### config.mk
export PLATFORM = sky130hd
export DESIGN_NAME = rzs_zcalc
export DESIGN_NICKNAME = d
export VERILOG_FILES = /design/src/rtl/rzs_zcalc.sv
export SDC_FILE = /design/constraint.sdc
export NUM_CORES = 1
export LEC_CHECK = 0
export BUFFER_PORTS_ARGS = -buffer_cell sky130_fd_sc_hd__buf_2
export CORE_ASPECT_RATIO = 2
export CORE_UTILIZATION = 35
export CTS_BUF_LIST = sky130_fd_sc_hd__clkbuf_8
export DETAILED_ROUTE_END_ITERATION = 7
export SETUP_SLACK_MARGIN = 0.2
export SKIP_CTS_REPAIR_TIMING = 1
export SLEW_MARGIN = 20
export SYNTH_ARGS = -nofsm -noshare
export SYNTH_HDL_FRONTEND = slang
export SYNTH_SLANG_ARGS = --single-unit
### constraint.sdc
create_clock -name clk -period 6.5 [get_ports clk]
set_input_delay 0.325 -clock clk [delete_from_list [all_inputs] [get_ports clk]]
set_output_delay 0.325 -clock clk [all_outputs]
set_load 0.01 [all_outputs]
### src/rtl/rzs_zcalc.sv
// Bit-serial restoring divider followed by a bit-serial integer square root.
module rzs_zcalc #(
  parameter int SQ_W      = 50,
  parameter int DEV_W     = 44,
  parameter int FRAC_BITS = 16,
  parameter int QW        = 38
) (
  input  logic               clk,
  input  logic               rst,
  input  logic               start,
  input  logic [SQ_W-1:0]    dividend,
  input  logic [DEV_W-1:0]   divisor,
  output logic               done,
  output logic [QW/2-1:0]    root
);

  localparam int DVD_W = SQ_W + 2 * FRAC_BITS;
  localparam int RW    = QW / 2;
  localparam int CW    = $clog2(DVD_W + 1);

  localparam logic [1:0] U_IDLE = 2'd0;
  localparam logic [1:0] U_DIV  = 2'd1;
  localparam logic [1:0] U_SQRT = 2'd2;

  logic [1:0]       state;
  logic [CW-1:0]    cnt;
  logic [DVD_W-1:0] dsr;
  logic [DEV_W-1:0] rem;
  logic [DEV_W-1:0] dvs;
  logic [QW-1:0]    quot;
  logic [RW+1:0]    srem;
  logic [RW-1:0]    sroot;

  logic [DEV_W:0]   dtrial;
  logic [DEV_W:0]   ddiff;
  logic [RW+2:0]    strial;
  logic [RW+2:0]    stest;
  logic [RW+2:0]    sdiff;

  // One quotient bit per cycle: shift in the next dividend bit and try the subtract.
  assign dtrial = {rem, dsr[DVD_W-1]};
  assign ddiff  = dtrial - {1'b0, dvs};
  // One root bit per cycle: bring down two radicand bits.
  assign stest  = {srem[RW:0], quot[QW-1:QW-2]};
  assign strial = {1'b0, sroot, 2'b01};
  assign sdiff  = stest - strial;

  assign root = sroot;

  always_ff @(posedge clk) begin
    done <= 1'b0;
    if (rst) begin
      state <= U_IDLE;
      cnt   <= '0;
    end else begin
      unique case (state)
        U_IDLE: begin
          if (start) begin
            dsr   <= {dividend, {(2 * FRAC_BITS){1'b0}}};
            dvs   <= divisor;
            rem   <= '0;
            quot  <= '0;
            cnt   <= CW'(DVD_W);
            state <= U_DIV;
          end
        end
        U_DIV: begin
          dsr <= {dsr[DVD_W-2:0], 1'b0};
          if (!ddiff[DEV_W]) begin
            rem  <= ddiff[DEV_W-1:0];
            quot <= {quot[QW-2:0], 1'b1};
          end else begin
            rem  <= dtrial[DEV_W-1:0];
            quot <= {quot[QW-2:0], 1'b0};
          end
          if (cnt == CW'(1)) begin
            srem  <= '0;
            sroot <= '0;
            cnt   <= CW'(RW);
            state <= U_SQRT;
          end else begin
            cnt <= cnt - CW'(1);
          end
        end
        U_SQRT: begin
          quot <= {quot[QW-3:0], 2'b00};
          if (!sdiff[RW+2]) begin
            srem  <= sdiff[RW+1:0];
            sroot <= {sroot[RW-2:0], 1'b1};
          end else begin
            srem  <= stest[RW+1:0];
            sroot <= {sroot[RW-2:0], 1'b0};
          end
          if (cnt == CW'(1)) begin
            done  <= 1'b1;
            state <= U_IDLE;
          end else begin
            cnt <= cnt - CW'(1);
          end
        end
        default: state <= U_IDLE;
      endcase
    end
  end

endmodule

==> results of run 1 <==
-- where the power goes --
part / internal (mW) / switching (mW)
combinational: 0.318 / 0.424
sequential: 1.70 / 0.0408
clock: 0.574 / 0.598
-- state kept, by name, indices dropped and copies added (netlist names) --
name and cells:
dsr 50, dvs 44, rem 44, quot 38, srem 20, root 19, cnt 7, state 2
done 1
-- worst max-delay path, cell delays in order (launching register included) --
cell	delay, ns
edfxtp_1	0.34
inv_1	0.05
ha_1	0.21
fa_1	0.42
nor2b_1	0.17
o31a_2	0.21
o2111a_1	0.30
o2111a_1	0.21
a211oi_2	0.08
o41ai_4	0.50
mux2i_4	0.63
buf_4	0.62
or2_2	0.26
o21ai_0	0.10
-- worst paths after layout --
kind	end	cells after the start	startpoint	slack, ns
setup / recovery	rem[36]	13	dsr[81]	2.11
setup reg to reg	rem[36]	13	dsr[81]	2.11
hold / removal	dsr[47]	2	dividend[15]	0.08
hold reg to reg	state[1]	2	state[1]	0.51
-- final cells by class --
cell class | count | area (µm²)
Clock buffer | 37 | 509.2
Clock inverter | 26 | 147.6
Fill cell | 3503 | 20920
Inverter | 82 | 307.8
Multi-Input combinational cell | 793 | 5715
Sequential cell | 225 | 6656
Tap cell | 450 | 563.0
Timing Repair Buffer | 172 | 1111
-- per-stage QoR --
stage | cell area (µm²) | hold WS (ns)
6_report | 15010 | 0.08044
5_1_grt | 15010 | 0.04629
4_1_cts | 14570 | -0.09747
3_5_place_dp | 13910 | 0.5031
3_3_place_gp | 13910 | 0.4909
2_1_floorplan | 12850 | 0.4239
-- cells in the final DEF, fill, tap and decap left out, types with 22 or more instances in the layout --
cell and count:
xnor2_1 30, clkbuf_8 37, a21o_1 28, nand2_1 58, mux2i_1 51, mux2_2 49
nor2_1 118, ha_1 69, o21ai_0 52, nand3_1 22, inv_1 89, edfxtp_1 215
buf_2 116, a22o_1 35, a21oi_1 70, dlygate4sd3_1 44, xor2_1 27
-- per-layer routing --
metal,wire [µm],global-route usage (%),up-vias
li1,-,-,4546
met1,10790,16.48,4510
met2,16530,30.72,185
met3,956,2.541,97
met4,1722,9.746,0
met5,0,0,-
-- cell families after synthesis --
logic type               count (synthesis)  synth area share [%]
AO/OA/AOI/OAI                          262                 13.71
XOR/XNOR                                57                 3.885
buffers and inverters                  132                 4.022
multiplexers                           101                 8.443
flip-flops                             225                 51.81
AND/OR/NAND/NOR                        302                 11.16
adder cells (fa/ha/maj)                 71                 6.972
==> summary.txt, run 1 <==
Drt
  • Per-cell routed wire length: 16.81 µm
  • Total Wirelength: 30000 µm
  • DRT iter0 DRCs: 476
  • Drt pass-1 iters: 5
  • ANT nets after route: 0
  • DR vias/cell: 5.231
  • Remaining routing DRC violations: 0
  • Via count: between 9000 and 10000

Final layout
  • Final std cells w/o fill: between 1500 and 2000
  • ANT cells: 0
  • Nets@finish: around 1500
  • Post-Route Utilization: 41.78%
  • Area Overhead vs Synth: 16.83%
  • Layout cell share with drive strength beyond 1: between 10% and 20%

STA
  • Post-route setup TNS: 0 ns
  • Final Hold Vio Count: 0
  • Slew @ Worst Pin: 0.9368 ns
  • Max Clk Rate: 227.7 MHz
  • Worst Setup Slack, final: 2.109 ns
  • Fin Clk Skew: 0.03567 ns
  • Fin crit share: 67.55%
  • RSZ-0062 raised after global routing: no
  • Max Slew Vio Count: 0
  • Fin crit period: 4.391 ns
  • # setup viols final: 0
  • Max-Slew Margin vs Limit: 36.75%

Placed design
  • Final Wtd Congestion: 0.8683
  • I/O Buffers: 116
  • Hpwl dp: 21150 µm
  • DP Worst Slack: 2.134 ns
  • Placed Cells: 1678

Power and ir drop
  • Power Density: 243.5 nW/µm²
  • Maximum vdd drop: 0.1567 mV
  • Tot Pwr: 3.655 mW
  • Leak Pwr: around 6 nW

Clocking
  • CTS Buf Count: 36
  • Root buf cell: clkbuf_8
  • Clock Sinks: about 230
  • Worst-skew pair later-pin latency: 0.54 ns
  • H-tree Lvls: 2
  • Max clock buf depth: 3
  • Clk slew on worst S/H paths: 0.07 ns
  • CTS tree: built

Logic synthesis
  • Cell taking the most area after synthesis: edfxtp_1
  • Mapped Cells: 1150
  • Most common library cells after synthesis: edfxtp_1 (215), nor2_1 (120), inv_1 (82)
  • Mapped cell area: 12850 µm²
  • Synth cell types: 68
  • Seq/Total Area, Yosys: around half
  • Top_reg_cell synth: edfxtp_1
  • Count leader, synth: edfxtp_1
  • Synth area leaders: edfxtp_1 (50%), ha_1 (6.8%), mux2_2 (4.3%), mux2i_1 (4.0%), nor2_1 (3.5%)
  • Syn nets: between 1000 and 1500
  • Top cell type's share of synthesized area: 50.25%
  • Post-synth EDFFs: 215
  • #FFs+latches synth: 225
  • Avg Inst Size Synth: 11.17 µm²
  • Async SR Flop Fraction: 0%
  • Synth Warn #: 0

GRT
  • Gr ovfl total: 0
  • Tot GR Track Use: 16.37%
  • First-pass GRT wire length: 48240 µm
  • Pin count of the biggest net entering global routing: 67
  • Vias in the first global route: 9700
  • Initial antenna violation count: 0

Floorplan
  • Initial core utilization: 35.76%
  • Die Y: 273.0 µm
  • Die area: 37530 µm²
  • Die W: 137.5 µm
  • Row Count: 98
  • Top Ports: between 100 and 150
  • Core Area: 35930 µm²

Worst setup path
  • CP Launch Type: register
  • Worst Setup End Kind: register
  • Crit path DAT: 4.66 ns
  • Crit path max fanout: 43
  • WS Path Type: reg -> reg
  • WP data required: 6.77 ns

Hold path
  • Hold crit path type: in -> reg

Status
  • Status: complete, no violations

Run
  • Total of max-cap violations: 0
(Power assumes the default switching activity.)
==> run 2: changes to the inputs <==
Clock period 6.5 ns to 4.5 ns, I/O delays scaled along.
==> summary.txt, run 2 (synthesis gave the netlist of run 1 again) <==
Status
  • Status: complete, no violations

Floorplan
  • Row Count: 98 (unchanged)
  • Core Area: 35930 µm² (unchanged)
  • Die area: 37530 µm² (unchanged)
  • Die W: 137.5 µm (unchanged)
  • Initial core utilization: 35.76% (unchanged)
  • Die Y: 273.0 µm (unchanged)
  • Top Ports: 117 (unchanged)

Worst setup path
  • Worst Setup End Kind: register
  • CP Launch Type: register
  • R2R Setup Slk: 0.73 ns (-1.37 ns)
  • WP data required: 4.76 ns (-2.01 ns)
  • Crit path DAT: 4.03 ns (-0.63 ns)
  • Worst r2r src: dsr[81]
  • Crit. Startpoint: dsr[81]
  • WS Path Type: reg -> reg
  • Crit path max fanout: 36 (-16%)
  • Worst r2r path cells: 13 (unchanged)
  • Worst R2R End: rem[37]

Placed design
  • I/O Buffers: 116 (unchanged)
  • DP Worst Slack: 0.7230 ns (-1.411 ns)
  • Hpwl dp: 20780 µm (-1.7%)
  • Final Wtd Congestion: 0.8635 (-0.55%)

STA
  • Max Clk Rate: 265.6 MHz (+17%)
  • # setup viols final: 0 (unchanged)
  • Fin crit period: 3.766 ns (-0.6252 ns)
  • Fin Clk Skew: 0.05560 ns (+0.01993 ns)
  • Final Hold Vio Count: 0 (unchanged)
  • Slew @ Worst Pin: 0.9650 ns (+0.02819 ns)
  • RSZ-0062 raised after global routing: no
  • Max-Slew Margin vs Limit: 35.52% (-1.2 points)
  • Post-route setup TNS: 0 ns (unchanged)
  • Worst Setup Slack, final: 0.7342 ns (-1.375 ns)
  • Worst hold slack: 0.05145 ns (-0.02899 ns)
  • Fin crit share: 83.68% (+16 points)
  • Max Slew Vio Count: 0 (unchanged)

Clocking
  • Worst-skew pair later-pin latency: 0.56 ns (+0.02 ns)
  • Root buf cell: clkbuf_8
  • H-tree Lvls: 2 (unchanged)
  • CTS tree: built
  • Clock Sinks: 225 (unchanged)
  • Max clock buf depth: 3 (unchanged)
  • Clk slew on worst S/H paths: 0.07 ns (about the same)
  • CTS Buf Count: 35 (-2.8%)

Power and ir drop
  • Switch Pwr: 1.558 mW (+47%)
  • Combinational Power Share: 20.2% (about the same)
  • Power Density: 351.9 nW/µm² (+45%)
  • Sw frac: 28.23% (-0.87 points)
  • Internal power: 3.962 mW (+53%)
  • Seq pwr share: 45.5% (-2.1 points)
  • Clock share of power: 34.3% (+2.2 points)
  • Leak Pwr: 6.369 nW (+4.8%)
  • Maximum vdd drop: 0.2285 mV (+46%)

GRT
  • Tot GR Track Use: 15.71% (-0.66 points)
  • First-pass GRT wire length: 46510 µm (-3.6%)
  • Initial antenna violation count: 2 (+2)
  • Gr ovfl total: 0 (unchanged)
  • Vias in the first global route: 9575 (-1.3%)
  • Pin count of the biggest net entering global routing: 67 (unchanged)

Drt
  • DR vias/cell: 5.209 (-0.43%)
  • Per-cell routed wire length: 16.39 µm (-2.5%)
  • Total Wirelength: 30200 µm (+0.69%)
  • DRT iter0 DRCs: 363 (-24%)
  • Drt pass-1 iters: 5 (unchanged)
  • Via count: 9600 (+2.8%)
  • Remaining routing DRC violations: 0 (unchanged)
  • ANT nets after route: 0 (unchanged)

Final layout
  • Most frequent cells in the layout: edfxtp_1 (215), nor2_1 (118), buf_2 (116), dlygate4sd3_1 (95), inv_1 (88)
  • Nets@finish: 1532 (+3.7%)
  • Commonest non-fill, non-tap cell in the layout: edfxtp_1
  • Largest register FFs: 50 (unchanged)
  • Layout cell share with drive strength beyond 1: 18.33% (+0.20 points)
  • Area Overhead vs Synth: 22.11%
  • Largest register by flop count: dsr
  • Top Registers: dsr x50, dvs x44, rem x44

Hold path
  • WHS Endpoint: state[1]
  • Min-Delay Startpoint: rst
  • Worst Hold Path Cells: 2 (unchanged)
  • Hold crit path type: in -> reg

Run
  • Total of max-cap violations: 0 (unchanged)
-- run 2: per-layer routing --
layer / GRT usage (%) / routed length, µm / vias to the layer above
li1: - / - / 4674
met1: 15.18 / 10770 / 4624
met2: 30.67 / 17040 / 209
met3: 2.170 / 871 / 93
met4: 8.762 / 1528 / 0
met5: 0 / 0 / -
-- run 2: cell type report --
class,instances,area [µm²]
fillers,3368,20240
flip-flops and latches,225,6656
multi-input cells,793,5715
repair buffers,227,1677
well taps,450,563.0
clock buffers,40,550.5
inverters,82,307.8
clock inverters,24,214.0
diodes,2,5.005
-- run 2: how the worst max path moves through the flow --
stage                    to  cells after the start
floorplan           dsr[32]                      5
global placement    rem[41]                     13
detailed placement  rem[37]                     13
CTS                 rem[37]                     13
global route        rem[37]                     13
finish              rem[37]                     13
-- run 2: metrics by stage --
step	power [mW]	area, µm²	util, %	std cells
after floorplan	3.333	12850	-	1150
after global placement	3.590	13970	38.88	1682
after detailed placement	3.608	13970	38.88	1682
after CTS	5.541	14730	41.01	1746
after global routing	5.796	15690	43.67	1843
final	5.521	15690	43.67	1843
-- run 2: power groups by stage --
stage	Clock (mW)	Combinational (mW)	Sequential, mW
after floorplan	0	0.786	2.55
after global placement	0	1.03	2.56
after detailed placement	0	1.05	2.56
after CTS	1.97	1.05	2.51
after global routing	2.04	1.23	2.53
final	1.89	1.12	2.51
-- run 2: worst max-delay path, cell delays in order (launching register included) --
cell and delay (ns):
edfxtp_1 0.35, inv_1 0.05, ha_1 0.22, fa_1 0.41, nor2b_1 0.17, o31a_2 0.20
o2111a_1 0.27, o2111a_1 0.20, a211oi_2 0.08, o41ai_4 0.59, mux2i_4 0.36, buf_12 0.28
mux2i_1 0.23, nor2_1 0.06
